==> src/design/sba_pkg.sv <==
// Shared types and constants for the signed 64-bit ALU.
package sba_pkg;

	localparam int DataWidth = 64;
	localparam int HalfWidth = DataWidth / 2;

	typedef enum logic [2:0] {
		OP_ADD = 3'd0,
		OP_SUB = 3'd1,
		OP_MUL = 3'd2,
		OP_DIV = 3'd3,
		OP_REM = 3'd4
	} sba_op_t;

	typedef struct packed {
		logic [2:0]                  opcode;
		logic signed [DataWidth-1:0] operand_a;
		logic signed [DataWidth-1:0] operand_b;
	} sba_cmd_t;

	typedef struct packed {
		logic signed [DataWidth-1:0] result_value;
		logic                        divide_by_zero;
	} sba_rsp_t;

	// one divider stage: partial remainder, dividend shifting out / quotient shifting in
	typedef struct packed {
		logic                 valid;
		logic [2:0]           opcode;
		logic                 neg_q;
		logic                 neg_r;
		logic                 dz;
		logic [DataWidth-1:0] divisor;
		logic [DataWidth-1:0] rem;
		logic [DataWidth-1:0] dvd;
		logic [DataWidth-1:0] res;
	} sba_div_t;

endpackage

==> src/design/sba_back.sv <==
// Back end: sign fix of quotient/remainder and result select.
module sba_back (
	input  logic              clk,
	input  logic              arst_n,
	input  sba_pkg::sba_div_t d_in,
	output logic              done,
	output sba_pkg::sba_rsp_t rsp
);
	import sba_pkg::*;

	logic     done_q;
	sba_rsp_t rsp_q;
	logic [DataWidth-1:0] q, r;

	assign q = d_in.neg_q ? -d_in.dvd : d_in.dvd;
	assign r = d_in.neg_r ? -d_in.rem : d_in.rem;

	always_ff @(posedge clk or negedge arst_n) begin
		if (!arst_n) done_q <= 1'b0;
		else         done_q <= d_in.valid;
	end

	always_ff @(posedge clk) begin
		rsp_q.divide_by_zero <= d_in.dz;
		if (d_in.dz) begin
			rsp_q.result_value <= '0;
		end else begin
			unique case (d_in.opcode)
				OP_DIV:  rsp_q.result_value <= q;
				OP_REM:  rsp_q.result_value <= r;
				default: rsp_q.result_value <= d_in.res;
			endcase
		end
	end

	assign done = done_q;
	assign rsp  = rsp_q;
endmodule

==> config.mk <==
export PLATFORM = sky130hd
export DESIGN_NAME = sba_back
export DESIGN_NICKNAME = d
export VERILOG_FILES = /design/src/design/sba_pkg.sv /design/src/design/sba_back.sv
export SDC_FILE = /design/constraint.sdc
export NUM_CORES = 1
export LEC_CHECK = 0
export ABC_AREA = 1
export BUFFER_PORTS_ARGS = -buffer_cell sky130_fd_sc_hd__buf_4
export CAP_MARGIN = 10
export CORE_MARGIN = 8
export CORE_UTILIZATION = 42
export DETAILED_ROUTE_END_ITERATION = 8
export GPL_TIMING_DRIVEN = 1
export PLACE_DENSITY = 0.75
export SLEW_MARGIN = 20
export SYNTH_ARGS = -nofsm -noshare
export SYNTH_HDL_FRONTEND = slang
export SYNTH_SLANG_ARGS = --single-unit
==> constraint.sdc <==
create_clock -name clk -period 0.8 [get_ports clk]
set_input_delay 0 -clock clk [delete_from_list [all_inputs] [get_ports clk]]
set_output_delay 0 -clock clk [all_outputs]
set_load 0.02 [all_outputs]
==> results of run 1 <==
cells by family after synthesis:
kind of cell	after synthesis	synth area share (%)
AO/OA/AOI/OAI	142	11.3
flip-flops	66	17.8
adder cells (fa/ha/maj)	2	0.336
AND/OR/NAND/NOR	1053	60.4
XOR/XNOR	2	0.236
buffers and inverters	189	9.96
Yosys cell counts, types with 3 or more instances:
cell      instances
nor2_1          271
nand3_2           3
buf_2            13
o21ai_4           5
nand3_1         181
buf_4             4
nand4_1          10
a31oi_1           5
o21ai_0          62
o21ai_2           5
clkbuf_1         26
nand3b_1         28
nand2_2          14
o211ai_1         11
inv_1           138
o21bai_1          3
a21oi_1          39
o21ai_1           8
nand2_1         514
or2_2             3
nor2_2           12
nor3_1            4
inv_2             5
dfxtp_1          65
nor2_4            4
timing repair:
item / in CTS
setup endpoints to repair: 87
hold buffers: 47
setup buffers: 28
cloned: 1
pin swaps: 126
resized for setup: 344
hold endpoints to repair: 46
layer usage:
metal / overflow / track usage (%)
met1: 2 / 68.6
met2: 159 / 90.2
met3: 4 / 62.6
met4: 96 / 75.8
met5: 0 / 26.1
through the flow:
stage	setup slack, ns	hold slack, ns	area (um2)	setup TNS (ns)	util [%]
4_1_cts	-0.343	0.00268	14100	-15.15	81.7
2_1_floorplan	-0.348	-0.296	7810	-14.46	-
3_3_place_gp	-0.848	-0.225	11900	-40.94	68.9
3_5_place_dp	-0.890	-0.224	11900	-43.13	68.9
==> summary.txt, run 1 <==
Initial Util = 43.0%
Max clock buf depth = 2
Post-synth ARST share = 1.52%
Clock Sinks = 66
Placed cells = 2165
Register area share after synthesis = 17.8%
Worst_ep grt = rsp[47]$_SDFF_PP0_/D
Post-Syn Nets = 1721
Avg Cell Area, Syn = 5.12 um2
#FFs+latches synth = 66
Log Error = [ERROR GRT-0232] Routing congestion too high. Check the congestion heatmap in the GUI.
H-tree depth reported by CTS = 3
Vert. Die Dim = 149 um
Mapped Cells = 1454
Cell taking the most area after synthesis = nand2_1
Post-synth top flop = dfxtp_1
Num rows = 48
Total GRT Usage = 73.2%
IO Port Bufs = 266
Synth warnings = 0
Failing step = 5_1_grt
GRT overflow = 261
Yosys top cell area share = 25.9%
Synth Cell Area = 7440 um2
I/O Pins = 331
Status = stopped before the end
Netlist cell types = 39
Root cell of the clock tree = clkbuf_16
Synth top area cells = nand2_1, dfxtp_1, nor2_1
EDFF count, synth = 0
Die X = 149 um
Largest net degree at the start of global routing = 39
Final HPWL from detailed placement = 33400 um
Clock buffer count from CTS = 9
RePlAce Congestion = 1.04
Worst_ep kind = register input
==> inputs of run 2 (changes only) <==
- CORE_UTILIZATION: 42 -> 27
- PLACE_DENSITY: 0.75 -> unset
- PLACE_DENSITY_LB_ADDON: unset -> 0.15
==> summary.txt, run 2 <==
Avg Cell Area, Syn = 5.12 um2 (unchanged)
Via count = 12000
Worst VDD drop = 0.000673 V
Area delta synth->final = 113%
GR met1 Demand/Resource = 34.6%
Number of flip-flops in the largest register = 65
Register area = 1400 um2
CP Cell Sequence = buf_6 -> clkinvlp_4 -> ha_4 -> nand2_4 -> nor2_8 -> buf_6 -> nand3_4 -> nor2_4 -> nand2_2 -> nand3_2 -> nand2_2 -> nor2_2 -> nor2_1 -> nor2_1
DRT iter0 DRCs = 920
EDFF count, synth = 0 (unchanged)
Post-synth top flop = dfxtp_1 (unchanged)
Total Wirelength = 46200 um
M3 GR Usage = 3.07%
Vert. Die Dim = 182 um (was 149 um)
First-pass GRT wire length = 66600 um
Final core utilization = 58.6%
Synth Cell Area = 7440 um2 (unchanged)
Synth top cells by count = nand2_1, nor2_1, nand3_1 (unchanged)
RePlAce Congestion = 1.01 (was 1.04)
Largest net degree at the start of global routing = 29
Placed cell areas = 12300 um2 (was 11900 um2)
I/O Pins = 331 (unchanged)
Worst-path fanout max = 7
Commonest non-fill, non-tap cell in the layout = buf_4
Post-Syn Nets = 1721 (unchanged)
Slew Limit Fails = 0
Final HPWL from detailed placement = 36600 um (was 33400 um)
Fin. Hold Viols = 0
Period minus WS final = 1.20 ns
Synth warnings = 0 (unchanged)
Register area share after synthesis = 17.8% (unchanged)
CTS tree = yes
Critical Path Start = d_in[128]
HP Class = primary input to register
Hold WS = 0.0298 ns
Synth top area cells = nand2_1, dfxtp_1, nor2_1 (unchanged)
Footprint of the multi-input gates = 7320 um2
Post-DR wirelength/cell = 19.2 um
Hold path start = d_in[46]
CP endpoint kind = register
Mean number of vias per cell = 4.96
Failing checks = negative setup slack
GRT overflow = 0
Most frequent cells in the layout = buf_4, nand2_1, nor2_1
# Max-Cap Violations = 0
Count leader, synth = nand2_1 (unchanged)
Post-route DRC = 0
Cell taking the most area after synthesis = nand2_1 (unchanged)
Core area = 27000 um2
Worst setup path class = primary input to register
Clock Sinks = 66 (unchanged)
Critical path launch point type = primary input
Initial Util = 27.5% (was 43.0%)
Post-synth ARST share = 1.52% (unchanged)
Met2 usage = 43.8%
Root cell of the clock tree = clkbuf_16 (unchanged)
Num rows = 60 (was 48)
Worst EP required = 1.06 ns
Tot Pwr = 14.8 mW
DRT Pass-1 Iters = 6
Placed cells = 2298 (was 2165)
Levels on crit path = 14
Fin cells = 2409
Initial antenna violation count = 2
Busiest grt layer = met2
Yosys top cell area share = 25.9% (unchanged)
Layout cells sized above 1 = 53.2%
CP peak stage delay = 0.17 ns
H-tree depth reported by CTS = 3 (unchanged)
RSZ-0062 raised after global routing = yes
IO Port Bufs = 266 (unchanged)
Routed Antenna Nets = 0
Max clock buf depth = 2 (unchanged)
Slowest CP cell = nor2_8
Rel. slew slack = 64.5%
Final Instance Area = 15800 um2
Worst hold stages = 5
PnR worst setup slack = -0.404 ns
Netlist cell types = 39 (unchanged)
Buffer and inverter count on the worst path = 3
LEAKAGE = 7.42 nW
#FFs+latches synth = 66 (unchanged)
Hold EP = rsp[47]
Worst slew pin tran = 0.526 ns
Total GRT Usage = 26.1%
Final setup vio count = 72
Die X = 182 um (was 149 um)
Tcrit/Tclk final = 150%
WP data arrival = 1.47 ns
Total Nets Final = 2328
Cell family with most CP delay = simple AND/OR/NAND/NOR gates
Vias in the first global route = 11500
Mapped Cells = 1454 (unchanged)
F_max = 831 MHz
Fillers = 2520
Pwr dens = 936 nW/um2
Die area = 33100 um2
Clock Pin Slew Worst Setup and Hold Paths = 0.06 ns
Status = finished, violations left (was stopped before the end)
Clock buffer count from CTS = 9 (unchanged)
==> run 2: stage by stage <==
stage	TNS, ns	setup slack, ns
2_1_floorplan	-14.46	-0.348
3_3_place_gp	-44.79	-0.956
3_5_place_dp	-45.44	-1.02
4_1_cts	-17.64	-0.386
5_1_grt	-23.48	-0.492
6_report	-18.90	-0.404
==> run 2: how the worst max path moves through the flow <==
stage / endpoint / slack, ns
finish: rsp[47] / -0.40
global route: rsp[47] / -0.49
CTS: rsp[45] / -0.39
detailed placement: rsp[30] / -1.02
global placement: rsp[30] / -0.96
floorplan: rsp[39] / -0.35
==> run 2: power breakdown <==
part | switching (mW) | internal [mW]
logic | 3.55 | 3.24
clock network | 1.78 | 2.53
registers | 0.141 | 3.59
total | 5.47 | 9.36
==> run 2: timing repair <==
action                                 CTS  global route
resized for setup                      323           347
endpoints found under the hold margin   53             0
setup buffers                           27            30
hold buffers                            54             0
pin swaps                               89           153
setup endpoints to repair              109           122
cloned                                   3             1
==> run 2: logic make-up after synthesis <==
family / Yosys count / share of synthesized area [%]
buffers and inverters: 189 / 9.96
and+or+nand+nor: 1053 / 60.4
adders and majority gates: 2 / 0.336
AOI/OAI and AO/OA: 142 / 11.3
DFF: 66 / 17.8
xor gates and xnor gates: 2 / 0.236
==> run 2: cell type report <==
type                    instances  area share, %
diodes                          2         0.0316
multi-input cells            1199           46.2
repair buffers                639           36.4
flip-flops and latches         66           8.83
clock inverters                 6          0.450
well taps                     341           2.69
clock buffers                  10           1.51
repair inverters                1         0.0474
inverters                     145           3.76
==> run 2: metal layers <==
| layer | up-vias | part of all wire (%) | wire length, um |
|---|---|---|---|
| met5 | - | 0 | 0 |
| li1 | 5841 | - | - |
| met4 | 0 | 3.2 | 1460 |
| met2 | 422 | 47 | 21900 |
| met1 | 5617 | 44 | 20500 |
| met3 | 72 | 5.2 | 2410 |
No activity file was read; power rests on OpenSTA's default activity.
