**src/design/sba_pkg.sv**
```systemverilog
// Shared types and constants for the signed 64-bit ALU.
package sba_pkg;

	localparam int DataWidth = 64;
	localparam int HalfWidth = DataWidth / 2;

	typedef enum logic [2:0] {
		OP_ADD = 3'd0,
		OP_SUB = 3'd1,
		OP_MUL = 3'd2,
		OP_DIV = 3'd3,
		OP_REM = 3'd4
	} sba_op_t;

	typedef struct packed {
		logic [2:0]                  opcode;
		logic signed [DataWidth-1:0] operand_a;
		logic signed [DataWidth-1:0] operand_b;
	} sba_cmd_t;

	typedef struct packed {
		logic signed [DataWidth-1:0] result_value;
		logic                        divide_by_zero;
	} sba_rsp_t;

	// one divider stage: partial remainder, dividend shifting out / quotient shifting in
	typedef struct packed {
		logic                 valid;
		logic [2:0]           opcode;
		logic                 neg_q;
		logic                 neg_r;
		logic                 dz;
		logic [DataWidth-1:0] divisor;
		logic [DataWidth-1:0] rem;
		logic [DataWidth-1:0] dvd;
		logic [DataWidth-1:0] res;
	} sba_div_t;

endpackage

```
**src/design/sba_div_stage.sv**
```systemverilog
// One restoring-division step: one quotient bit per stage.
module sba_div_stage (
	input  logic              clk,
	input  logic              arst_n,
	input  sba_pkg::sba_div_t d_in,
	output sba_pkg::sba_div_t d_out
);
	import sba_pkg::*;

	logic                 valid_s1;
	sba_div_t             pay_s1;
	sba_div_t             pay_next;
	logic [DataWidth:0]   trial, diff;
	logic                 take;

	assign trial = {d_in.rem, d_in.dvd[DataWidth-1]};
	assign diff  = trial - {1'b0, d_in.divisor};
	assign take  = !diff[DataWidth];

	always_comb begin
		pay_next     = d_in;
		pay_next.rem = take ? diff[DataWidth-1:0] : trial[DataWidth-1:0];
		pay_next.dvd = {d_in.dvd[DataWidth-2:0], take};
	end

	always_ff @(posedge clk or negedge arst_n) begin
		if (!arst_n) valid_s1 <= 1'b0;
		else         valid_s1 <= d_in.valid;
	end

	always_ff @(posedge clk) begin
		pay_s1 <= pay_next;
	end

	always_comb begin
		d_out       = pay_s1;
		d_out.valid = valid_s1;
	end
endmodule

```
**config.mk**
```make
export PLATFORM = sky130hd
export DESIGN_NAME = sba_div_stage
export DESIGN_NICKNAME = d
export VERILOG_FILES = /design/src/design/sba_pkg.sv /design/src/design/sba_div_stage.sv
export SDC_FILE = /design/constraint.sdc
export NUM_CORES = 1
export LEC_CHECK = 0
export BUFFER_PORTS_ARGS = -buffer_cell sky130_fd_sc_hd__clkbuf_2
export CAP_MARGIN = 20
export CELL_PAD_IN_SITES_DETAIL_PLACEMENT = 1
export CELL_PAD_IN_SITES_GLOBAL_PLACEMENT = 1
export CORE_AREA = 2 2 203 205
export CTS_BUF_LIST = sky130_fd_sc_hd__clkbuf_2
export DETAILED_ROUTE_END_ITERATION = 16
export DIE_AREA = 0 0 205 207
export PLACE_DENSITY_LB_ADDON = 0.1
export SLEW_MARGIN = 15
export SYNTH_ARGS = -nofsm -noshare
export SYNTH_HDL_FRONTEND = slang
export SYNTH_SLANG_ARGS = --single-unit
```
**constraint.sdc**
```tcl
create_clock -name clk -period 0.8 [get_ports clk]
set_input_delay 0.04 -clock clk [delete_from_list [all_inputs] [get_ports clk]]
set_output_delay 0.04 -clock clk [all_outputs]
set_load 0.01 [all_outputs]
```
==> run metrics, run 1 <==
nets@finish 2656; signed area change from the synthesized netlist to the final layout 130%; average size of a mapped cell 10.3 sq um; result of the run finished, violations left; highest fanout seen on the critical path 5; largest net degree at the start of global routing 13; worst setup margin -1.42 ns; Chip Height 207 um; most common library cell in the layout ignoring fill and taps dlygate4sd3_1; overflow left after global routing 0; slowest cell on the critical path a211oi_1; worst IR drop on VDD 0.896 mV; worst hold path class input port to register; Crit. End Element register; Worst Hold Slack -0.986 ns; die width 205 um; port bufs 527; Slew Viols, Final 0; portion of total power attributed to combinational logic 36.5%; RSZ-0062 raised after global routing yes; share of total power in sequential cells 36.3%; top post-synthesis cells by area dfxtp_1, ha_1, mux2_1, a21oi_1, inv_1; number of filler cells placed in the layout 4492; Final Wtd Congestion 0.831; power per unit of standard cell area 1810 nW/um^2; number of vias per cell after detailed routing 4.62; synthesized netlist cell count 1006; clock share of power 27.2%; worst setup timing slack at the placement stage -2.46 ns; Top Family by Delay on Critical Path compound AO/OA/AOI/OAI gates; first-pass GRT wire length 88000 um; placeable core region 40400 sq um; launching element type of the critical path input port; Mapped Nets 1336; share of the clock period used by the worst path after layout 278%; Max clock buf depth 3; area share of xor/xnor cells in the synthesized design 4.84%; htree depth 3; Total Routing Usage GR 27.3%; slew of the pin with the lowest slew margin 0.474 ns; fraction of registers with async set/reset 0.380%; worst slew slack as a fraction of its limit 68.1%; final hold viol count 87; cell chain of the critical path clkbuf_2 -> inv_1 -> ha_1 -> buf_4 -> a21oi_1 -> o21ai_1 -> a211oi_1 -> o21ai_0 -> a31oi_2 -> o41ai_4 -> buf_4 -> buf_4 -> a21oi_2 -> xnor2_1 -> mux2_4; std cell rows 74; root cell of the clock tree clkbuf_2; dominant combinational cell family by area after synthesis compound AO/OA/AOI/OAI gates; commonest cells after routing, fill and taps aside dlygate4sd3_1, clkbuf_2, buf_4, dfxtp_2, buf_6; max-capacitance violation count 0; summed instance area of the synthesized netlist 10300 sq um; initial core utilization 25.6%; Post-Route WL 69200 um; post-route minimum period 2.22 ns; I/O Pins 528; fraction of layout cells with a size suffix above 1 55.8%; number of CTS-inserted buffers 76; Arr. time, crit path 3.08 ns; reported net switching power 15000 uW; DRC viols 0; fraction of power spent switching nets 34.9%; leakage 0.0116 uW; count of buffering cells on the critical path with inverters included 5; WP data required 1.66 ns; Post-DRT Antenna Nets 0; Routed wire per std cell 23.7 um; detailed placer's ending HPWL 37600 um; Top FF cell, synth dfxtp_1; area fraction of the dominant cell type after synthesis 50.8%; area used by multi-input combinational logic 5270 sq um; adder and majority cell fraction of the synthesized area 7.96%; initial antenna violation count 10; violations in the final reports hold timing, setup timing; clock-pin slew on the worst setup and hold paths 0.15 ns; via count of the first global-routing pass 14700; number of flip-flops and latches in the synthesized netlist 263; violation count after the first detailed-routing iteration 678; Worst Hold End d_out[225]; synth unique cells 72; Die Footprint 42400 sq um; overall power consumption 42900 uW; Synth Area in Simple Gates 9.75%; most numerous cell on the critical path buf_4; Compound-Gate Fraction of Synth Area 14.9%; proportion of synthesized area in mux cells 6.84%; max frequency 450 MHz; count of synthesis-stage warnings from yosys 0; CTS tree yes; worst setup path category input port to register; biggest area consumer among synthesized cells dfxtp_1; highest cell delay on the worst timing path 0.42 ns; clock net sink count 263; cell depth of the worst hold path 1; sequential share of the synthesized area 51.1%; number of flops mapped to enable cells by yosys 0; sequential cell area 5540 sq um; Vias 13500; DRT Pass-1 Iters 5; internal cell power 27900 uW; source of the worst hold timing path d_in[225]; final setup violating endpoints 328
## cells by family (layout without fill, tap and decap cells)
| family | count (synthesis) | in the layout |
|---|---|---|
| buffers and inverters | 122 | 1487 |
| DFF | 263 | 263 |
| muxes | 63 | 63 |
| AOI/OAI and AO/OA | 236 | 236 |
| other | 0 | 11 |
| and+or+nand+nor | 200 | 200 |
| xor gates and xnor gates | 57 | 57 |
| adders and majority gates | 65 | 65 |
## registers in the layout, indices dropped and copies added (netlist names)
name and flops:
d_out 262, valid_s1 1
## stage by stage
stage          hold slack [ns]  instance area [sq um]  utilization (%)  TNS, ns  instances
4_1_cts                 -0.950                  22100             54.6  -276.17       2865
3_5_place_dp            -0.181                  16100             39.9  -148.29       2322
5_1_grt                  -1.02                  23700             58.8  -292.91       2911
2_1_floorplan           -0.256                  10800                -  -113.14       1006
6_report                -0.986                  23700             58.8  -265.39       2914
3_3_place_gp            -0.185                  16100             39.9  -145.27       2322
## synth_stat cells, types with 3 or more instances
library cell	count
o21a_1	6
a21boi_0	4
xnor2_1	34
nor2b_1	11
and2_1	5
o21bai_1	15
a31oi_1	8
nand4_1	22
inv_1	87
xor2_1	23
a211o_1	4
o211ai_1	4
and4_1	3
nor2_1	42
dfxtp_1	262
clkbuf_1	26
and3_1	9
nand2b_1	8
o22ai_1	3
buf_2	6
mux2_2	8
o31ai_1	5
nand3_1	10
a21oi_1	78
nor3_1	8
mux2i_1	6
nand2_1	62
or2_1	4
ha_1	64
a21o_1	32
a211oi_1	5
o21ai_1	17
o21ai_0	19
a31o_1	3
or3_1	3
mux2_1	48
o2111ai_1	3
a311oi_1	5
## layout make-up
cell class                      count  area share (%)
Antenna cell                       11           0.116
Clock inverter                     22           0.680
Timing Repair Buffer             1276            47.2
Clock buffer                      101            2.13
Inverter                           88            1.56
Tap cell                          532            2.80
Multi-Input combinational cell    621            22.2
Sequential cell                   263            23.3
## layer usage
layer	wire length, um	GRT usage [%]	vias up
met2	34500	48.3	593
li1	-	-	6174
met5	22	0	-
met1	25200	29.5	6476
met4	4250	15.3	4
met3	5250	6.80	217
## power groups by stage
stage               Sequential (uW)  Clock (uW)  Combinational, uW
floorplan                     15800           0               4550
global placement              15200           0              10400
detailed placement            15200           0              10500
CTS                           15000       10700              13600
global route                  15600       12500              16500
finish                        15600       11700              15600
## what timing repair did
| action | 4_1_cts | 5_1_grt |
|---|---|---|
| hold endpoints to repair | 264 | 108 |
| buffers inserted | 33 | 12 |
| cloned | 5 | 0 |
| hold buffers | 383 | 33 |
| pin swaps | 25 | 25 |
| setup endpoints to repair | 328 | 328 |
| resized for setup | 270 | 592 |
## worst max path at each step
stage / startpoint / slack [ns] / cells past startpoint / end
after CTS: d_in[216] / -1.23 / 12 / d_out[183]
final: d_in[222] / -1.42 / 15 / d_out[177]
after global placement: d_in[218] / -2.40 / 11 / d_out[187]
after global routing: d_in[222] / -1.41 / 15 / d_out[177]
after detailed placement: d_in[218] / -2.46 / 11 / d_out[187]
after floorplan: d_in[218] / -1.95 / 10 / d_out[187]
Note: power is estimated with default switching activity, not from simulation.
==> inputs of run 2 (changes only) <==
- BUFFER_PORTS_ARGS: -buffer_cell sky130_fd_sc_hd__clkbuf_2 -> unset
- CORE_AREA: 2 2 203 205 -> 2 2 206 208
- DIE_AREA: 0 0 205 207 -> 0 0 208 210
- DONT_BUFFER_PORTS: unset -> 1
==> run 2 against run 1 <==
Net effect:
- synthesized cell count unchanged
- synthesized area unchanged
- the run now fails in 4_1_cts
==> run metrics, run 2 <==
number of flops mapped to enable cells by yosys 0 (unchanged); clock net sink count 263 (unchanged); Area after DPL 13300 sq um (-17%); top post-synthesis cells by area dfxtp_1, ha_1, mux2_1, a21oi_1, inv_1; detailed placer's ending HPWL 35300 um (-5.9%); last stage the flow got to 4_1_cts; port bufs 0 (-100%); Resized Gates After CTS 395 (+46%); tool error message [ERROR RSZ-0060] Max buffer count reached.; Max clock buf depth 3 (unchanged); std cell rows 75 (+1.4%); Post-CTS Hold Fix Bufs 387 (+1.0%); die width 208 um (+1.5%); summed instance area of the synthesized netlist 10300 sq um (unchanged); synthesized netlist cell count 1006 (unchanged); Final Wtd Congestion 0.873 (+5.0%); number of CTS-inserted buffers 74 (-2.6%); average size of a mapped cell 10.3 sq um (unchanged); Chip Height 210 um (+1.4%); count of synthesis-stage warnings from yosys 0 (unchanged); number of buffers inserted to repair setup after CTS 17 (-48%); sequential share of the synthesized area 51.1% (unchanged); Mapped Nets 1336 (unchanged); area fraction of the dominant cell type after synthesis 50.8% (unchanged); placed insts 1778 (-23%); initial core utilization 24.9% (-0.68 points); synth cell count leaders dfxtp_1, inv_1, a21oi_1; Top FF cell, synth dfxtp_1; root cell of the clock tree clkbuf_2; I/O Pins 528 (unchanged); worst setup timing slack at the placement stage -2.39 ns (+0.0636 ns); result of the run stopped before the end; htree depth 3 (unchanged); biggest area consumer among synthesized cells dfxtp_1; number of flip-flops and latches in the synthesized netlist 263 (unchanged); most instantiated library cell after synthesis dfxtp_1; fraction of registers with async set/reset 0.380% (unchanged); synth unique cells 72 (unchanged)
==> run 2: cell counts after synthesis <==
Identical to the previous run, type by type.
==> run 2: metrics by stage <==
| step | hold slack (ns) | setup TNS, ns | util, % |
|---|---|---|---|
| 3_5_place_dp | -0.256 | -142.96 | 32.1 |
| 3_3_place_gp | -0.256 | -142.38 | 32.1 |
| 2_1_floorplan | -0.256 | -113.14 | - |
==> run 2: logic make-up after synthesis <==
family | count (synthesis) | synth area share, %
buffers and inverters | 122 | 4.58
and+or+nand+nor | 200 | 9.75
DFF | 263 | 51.1
xor gates and xnor gates | 57 | 4.84
muxes | 63 | 6.84
adders and majority gates | 65 | 7.96
AOI/OAI and AO/OA | 236 | 14.9
==> inputs of run 3 (changes only) <==
- CELL_PAD_IN_SITES_DETAIL_PLACEMENT: 1 -> unset
- CELL_PAD_IN_SITES_GLOBAL_PLACEMENT: 1 -> unset
- CORE_AREA: 2 2 206 208 -> 2 2 207 209
- CTS_BUF_LIST: sky130_fd_sc_hd__clkbuf_2 -> unset
- DIE_AREA: 0 0 208 210 -> 0 0 209 211
- PLACE_DENSITY_LB_ADDON: 0.1 -> 0.15
- clock period: 0.8 -> 1 ns (I/O delays scaled with it)
==> run 3 against run 2 <==
Net effect:
- the flow now finishes, with violations (hold timing, setup timing)
==> run metrics, run 3 (synthesis gave the netlist of run 1 again) <==
final hold viol count 12; Post-DRT Antenna Nets 0; power per unit of standard cell area 1700 nW/um^2; fraction of layout cells with a size suffix above 1 46.1%; number of filler cells placed in the layout 3889; Die Footprint 44100 sq um; Post-Route WL 45800 um; cell chain of the critical path inv_12 -> ha_4 -> a21o_1 -> or4b_4 -> or4b_4 -> a311o_1 -> a211oi_2 -> buf_4 -> o21ai_4 -> xor2_1 -> mux2_4; slowest cell on the critical path or4b_4; RSZ-0062 raised after global routing yes; port bufs 0 (unchanged); Final Wtd Congestion 0.900 (+3.2%); ant diodes 0; worst setup path category input port to register; slew of the pin with the lowest slew margin 0.535 ns; htree depth 1 (-2); Arr. time, crit path 2.86 ns; Routed wire per std cell 21.2 um; highest cell delay on the worst timing path 0.55 ns; worst setup path endpoint d_out[179]; WP data required 1.45 ns; largest net degree at the start of global routing 15; number of CTS-inserted buffers 30 (-59%); worst IR drop on VDD 1.39 mV; Largest register FFs 262; clock net sink count 263 (unchanged); violations in the final reports hold timing, setup timing; max frequency 415 MHz; max-capacitance violation count 0; signed area change from the synthesized netlist to the final layout 80.8%; detailed placer's ending HPWL 33400 um (-5.5%); most common library cell in the layout ignoring fill and taps dlygate4sd3_1; Worst Setup SP d_in[218]; first-pass GRT wire length 66000 um; placeable core region 41800 sq um; final core area utilization 44.7%; DRC viols 0; CTS tree yes; I/O Pins 528 (unchanged); via count of the first global-routing pass 10400; Worst Hold Slack -0.498 ns; overflow left after global routing 0; DRT Pass-1 Iters 4; initial antenna violation count 0; Total Routing Usage GR 19.8%; highest fanout seen on the critical path 5; worst setup margin -1.41 ns; initial core utilization 24.7% (-0.17 points); most numerous cell on the critical path or4b_4; Max clock buf depth 3 (unchanged); die width 209 um (+0.48%); commonest cells after routing, fill and taps aside dlygate4sd3_1, buf_4, dfxtp_2, inv_1, a21oi_1; worst slew slack as a fraction of its limit 64.0%; share of the clock period used by the worst path after layout 241%; Chip Height 211 um (+0.48%); post-route minimum period 2.41 ns; clock-pin slew on the worst setup and hold paths 0.06 ns; result of the run finished, violations left; nets@finish 1930; std cell rows 75 (unchanged); number of vias per cell after detailed routing 4.40; final setup violating endpoints 73; Slew Viols, Final 0; worst hold path class input port to register; leakage 0.00829 uW; root cell of the clock tree clkbuf_16; launching element type of the critical path input port; Vias 9518; Crit. End Element register; violation count after the first detailed-routing iteration 373
[run 3: routing by layer]
metal  wire length (um)  GRT usage [%]  vias up
li1                   -              -     4691
met2              23000           35.7      324
met3               3250           5.52       51
met5                  0              0        -
met1              18500           22.9     4452
met4               1040           5.47        0
[run 3: area by class of cell]
cell class	count	area (sq um)	area share [%]
clock buffer	42	877	4.70
clock inverter	14	103	0.550
inverter	88	385	2.07
multi-input combinational	621	5310	28.5
sequential	263	5740	30.8
tap	539	674	3.62
timing repair buffer	596	5560	29.8
[run 3: power by group]
| group | leakage [uW] | switching, uW | total, uW | internal (uW) |
|---|---|---|---|---|
| registers | 0.00224 | 1200 | 13000 | 11800 |
| clock network | 0.000478 | 4670 | 10800 | 6160 |
| logic | 0.00557 | 3200 | 7960 | 4760 |
| total | 0.00829 | 9070 | 31800 | 22700 |
[run 3: repair_timing]
item / 4_1_cts / 5_1_grt
cloned: 6 / 0
pin swaps: 25 / 10
hold buffers: 296 / 2
endpoints found under the hold margin: 263 / 13
setup buffers: 31 / 14
endpoints found under the setup margin: 328 / 193
resized for setup: 401 / 51
[run 3: worst min path at each step]
stage / from / to / cells after the start
CTS: d_in[213] / d_out[213] / 0
finish: d_in[217] / d_out[217] / 0
global route: d_in[217] / d_out[217] / 0
floorplan: arst_n / valid_s1 / 0
detailed placement: arst_n / valid_s1 / 0
global placement: arst_n / valid_s1 / 0
[run 3: stage by stage]
step / area (sq um) / setup WS, ns / instances / TNS [ns] / power [uW]
2_1_floorplan: 10800 / -1.76 / 1006 / -100.79 / 16300
3_3_place_gp: 13200 / -2.15 / 1771 / -135.90 / 18900
3_5_place_dp: 13200 / -2.12 / 1771 / -133.39 / 18800
4_1_cts: 18500 / -1.43 / 2156 / -88.47 / 31900
5_1_grt: 18600 / -1.51 / 2163 / -92.90 / 33200
6_report: 18600 / -1.41 / 2163 / -84.91 / 31800
[run 3: critical path, delay by kind of cell]
| family | cells | cell delay [ns] |
|---|---|---|
| AOI/OAI and AO/OA | 4 | 0.86 |
| muxes | 1 | 0.26 |
| buffers and inverters | 2 | 0.19 |
| xor gates and xnor gates | 1 | 0.14 |
| and+or+nand+nor | 2 | 1.10 |
| adders and majority gates | 1 | 0.24 |
==> inputs of run 4 (changes only) <==
- ABC_AREA: unset -> 1
- CORE_AREA: 2 2 207 209 -> 2 2 202 204
- DIE_AREA: 0 0 209 211 -> 0 0 204 206
==> run 4 against run 3 <==
Net effect:
- the run still ends with hold timing, setup timing left
- sequential power fell by 3%
- routed wire length rose by 31%
- fmax rose by 62%
- clock power barely moved
- utilization rose by 6.3 points
- final area rose by 9.8%
- critical path depth rose by 7
- first-iteration DRC count rose by 69%
- synthesized area rose by 21%
- non-clock buffer count fell by 52
- critical path type unchanged
- largest power group unchanged
==> run metrics, run 4 <==
overflow left after global routing 0 (unchanged); final hold viol count 42 (+30); Max clock buf depth 3 (unchanged); final core area utilization 51.0% (+6.3 points); violation count after the first detailed-routing iteration 630 (+69%); post-route minimum period 1.49 ns (-0.920 ns); worst slew slack as a fraction of its limit 75.6% (+12 points); most instantiated library cell after synthesis nand2_1; sequential share of the synthesized area 42.2% (-8.9 points); worst setup margin -0.492 ns (+0.920 ns); synthesized netlist cell count 1868 (+86%); Worst Hold Slack -0.487 ns (+0.0105 ns); RSZ-0062 raised after global routing yes; DRC viols 0 (unchanged); I/O Pins 528 (unchanged); Compound-Gate Fraction of Synth Area 2.76% (-12 points); clock net sink count 263 (unchanged); Post-DRT Antenna Nets 0 (unchanged); result of the run finished, violations left; std cell rows 74 (-1.3%); final setup violating endpoints 74 (+1.4%); initial antenna violation count 3 (+3); violations in the final reports hold timing, setup timing; port bufs 0 (unchanged); launching element type of the critical path input port; Largest register FFs 262 (unchanged); area share of xor/xnor cells in the synthesized design 2.17% (-2.7 points); Routed wire per std cell 20.1 um (-5.1%); detailed placer's ending HPWL 47700 um (+43%); number of CTS-inserted buffers 28 (-6.7%); synth cell count leaders nand2_1, inv_1, dfxtp_1; top post-synthesis cells by area dfxtp_1, nand2_1, inv_1, ha_1, nor2_1; most common library cell in the layout ignoring fill and taps nand2_1; number of flip-flops and latches in the synthesized netlist 263 (unchanged); clock-pin slew on the worst setup and hold paths 0.06 ns (about the same); Area after DPL 15300 sq um (+15%); Vias 13100 (+38%); via count of the first global-routing pass 13400 (+29%); count of synthesis-stage warnings from yosys 0 (unchanged); post-route design area 20500 sq um (+9.8%); placeable core region 40200 sq um (-3.8%); power per unit of standard cell area 1560 nW/um^2 (-8.7%); Final Wtd Congestion 0.956 (+6.2%); Crit. End Element register; largest net degree at the start of global routing 33 (+18); DRT Pass-1 Iters 7 (+3); commonest cells after routing, fill and taps aside nand2_1, inv_1, buf_4, dlygate4sd3_1, dfxtp_2; signed area change from the synthesized netlist to the final layout 63.8%; worst hold path class input port to register; slew of the pin with the lowest slew margin 0.362 ns (-0.173 ns); average size of a mapped cell 6.69 sq um (-35%); Synth Area in Simple Gates 33.4% (+24 points); htree depth 1 (unchanged); Slew Viols, Final 0 (unchanged); worst setup path category input port to register; Total Routing Usage GR 27.1% (+7.3 points); leakage 0.0107 uW (+29%); root cell of the clock tree clkbuf_16; dominant combinational cell family by area after synthesis simple AND/OR/NAND/NOR gates; synth unique cells 32 (-56%); Chip Height 206 um (-2.4%); fraction of layout cells with a size suffix above 1 34.4% (-12 points); fraction of registers with async set/reset 0.380% (unchanged); worst setup timing slack at the placement stage -1.23 ns (+0.891 ns); Arr. time, crit path 1.94 ns (-0.92 ns); die width 204 um (-2.4%); highest fanout seen on the critical path 7 (+2); max-capacitance violation count 0 (unchanged); Die Footprint 42000 sq um (-4.7%); Mapped Nets 2198 (+65%); Finished Layout Cells 2984 (+38%); summed instance area of the synthesized netlist 12500 sq um (+21%); placed insts 2672 (+51%); nets@finish 2758 (+43%); worst IR drop on VDD 1.20 mV (-14%); CTS tree yes; Post-Route WL 59900 um (+31%); adder and majority cell fraction of the synthesized area 6.57% (-1.4 points); max frequency 670 MHz (+62%); share of the clock period used by the worst path after layout 149% (-92 points); first-pass GRT wire length 83700 um (+27%); WP data required 1.44 ns (about the same); Top FF cell, synth dfxtp_1; proportion of synthesized area in mux cells 0% (-6.8 points); number of flops mapped to enable cells by yosys 0 (unchanged); number of vias per cell after detailed routing 4.39 (-0.13%); biggest area consumer among synthesized cells dfxtp_1; area fraction of the dominant cell type after synthesis 42.0% (-8.9 points); initial core utilization 31.1% (+6.4 points)
run 4: area by class of cell:
cell class	instances	area, sq um
sequential	263	5730
antenna	2	5.00
clock inverter	15	193
tap	532	666
fill	4033	19700
multi-input combinational	1198	6760
clock buffer	37	776
inverter	393	1480
timing repair buffer	544	4870
run 4: power by group:
part	internal [uW]	total (uW)	switching, uW
sequential	11600	12600	1080
clock	6510	10900	4430
combinational	3910	8270	4360
total	22000	31800	9870
run 4: metal layers:
metal / track usage (%) / wire (um) / vias up
met5: 0 / 17 / -
met4: 4.58 / 825 / 2
met3: 5.27 / 3520 / 51
met2: 49.8 / 29900 / 360
met1: 33.0 / 25700 / 6056
li1: - / - / 6644
run 4: timing repair:
| action | in CTS | in global routing |
|---|---|---|
| setup endpoints to repair | 251 | 184 |
| hold buffers | 208 | 16 |
| gates resized for setup | 414 | 117 |
| cloned | 4 | 2 |
| setup buffers | 20 | 9 |
| endpoints found under the hold margin | 264 | 57 |
| pin swaps | 40 | 28 |
run 4: path summary, 6_finish.rpt:
kind,end,slack (ns),cells past startpoint,startpoint
setup / recovery,d_out[131],-0.49,18,d_in[195]
hold / removal,d_out[217],-0.49,0,d_in[217]
max in group asynchronous,valid_s1,0.67,2,arst_n
min in group asynchronous,valid_s1,0.23,2,arst_n
run 4: logic make-up (layout without fill, tap and decap cells):
| logic type | after synthesis | in the layout |
|---|---|---|
| adders and majority gates | 65 | 65 |
| DFF | 263 | 263 |
| buffers and inverters | 407 | 989 |
| xor gates and xnor gates | 31 | 31 |
| other | 0 | 2 |
| AOI/OAI and AO/OA | 65 | 65 |
| and+or+nand+nor | 1037 | 1037 |
run 4: metrics by stage:
step	setup TNS, ns	total power, uW
4_1_cts	-25.67	31700
6_report	-29.19	31800
3_3_place_gp	-74.07	19000
2_1_floorplan	-53.67	15800
3_5_place_dp	-74.91	19000
5_1_grt	-35.07	33400
run 4: worst max-delay path: stages:
cell     delay (ns)
inv_1          0.03
ha_1           0.33
or2_1          0.27
nand3_2        0.09
nand2_2        0.06
nand2_2        0.08
nand2_4        0.06
nand2_4        0.07
nand2_4        0.06
nand2_4        0.09
nand2_4        0.07
nand2_4        0.09
nand2_8        0.07
buf_12         0.13
buf_12         0.13
buf_16         0.15
nand2_2        0.05
nand2_1        0.05
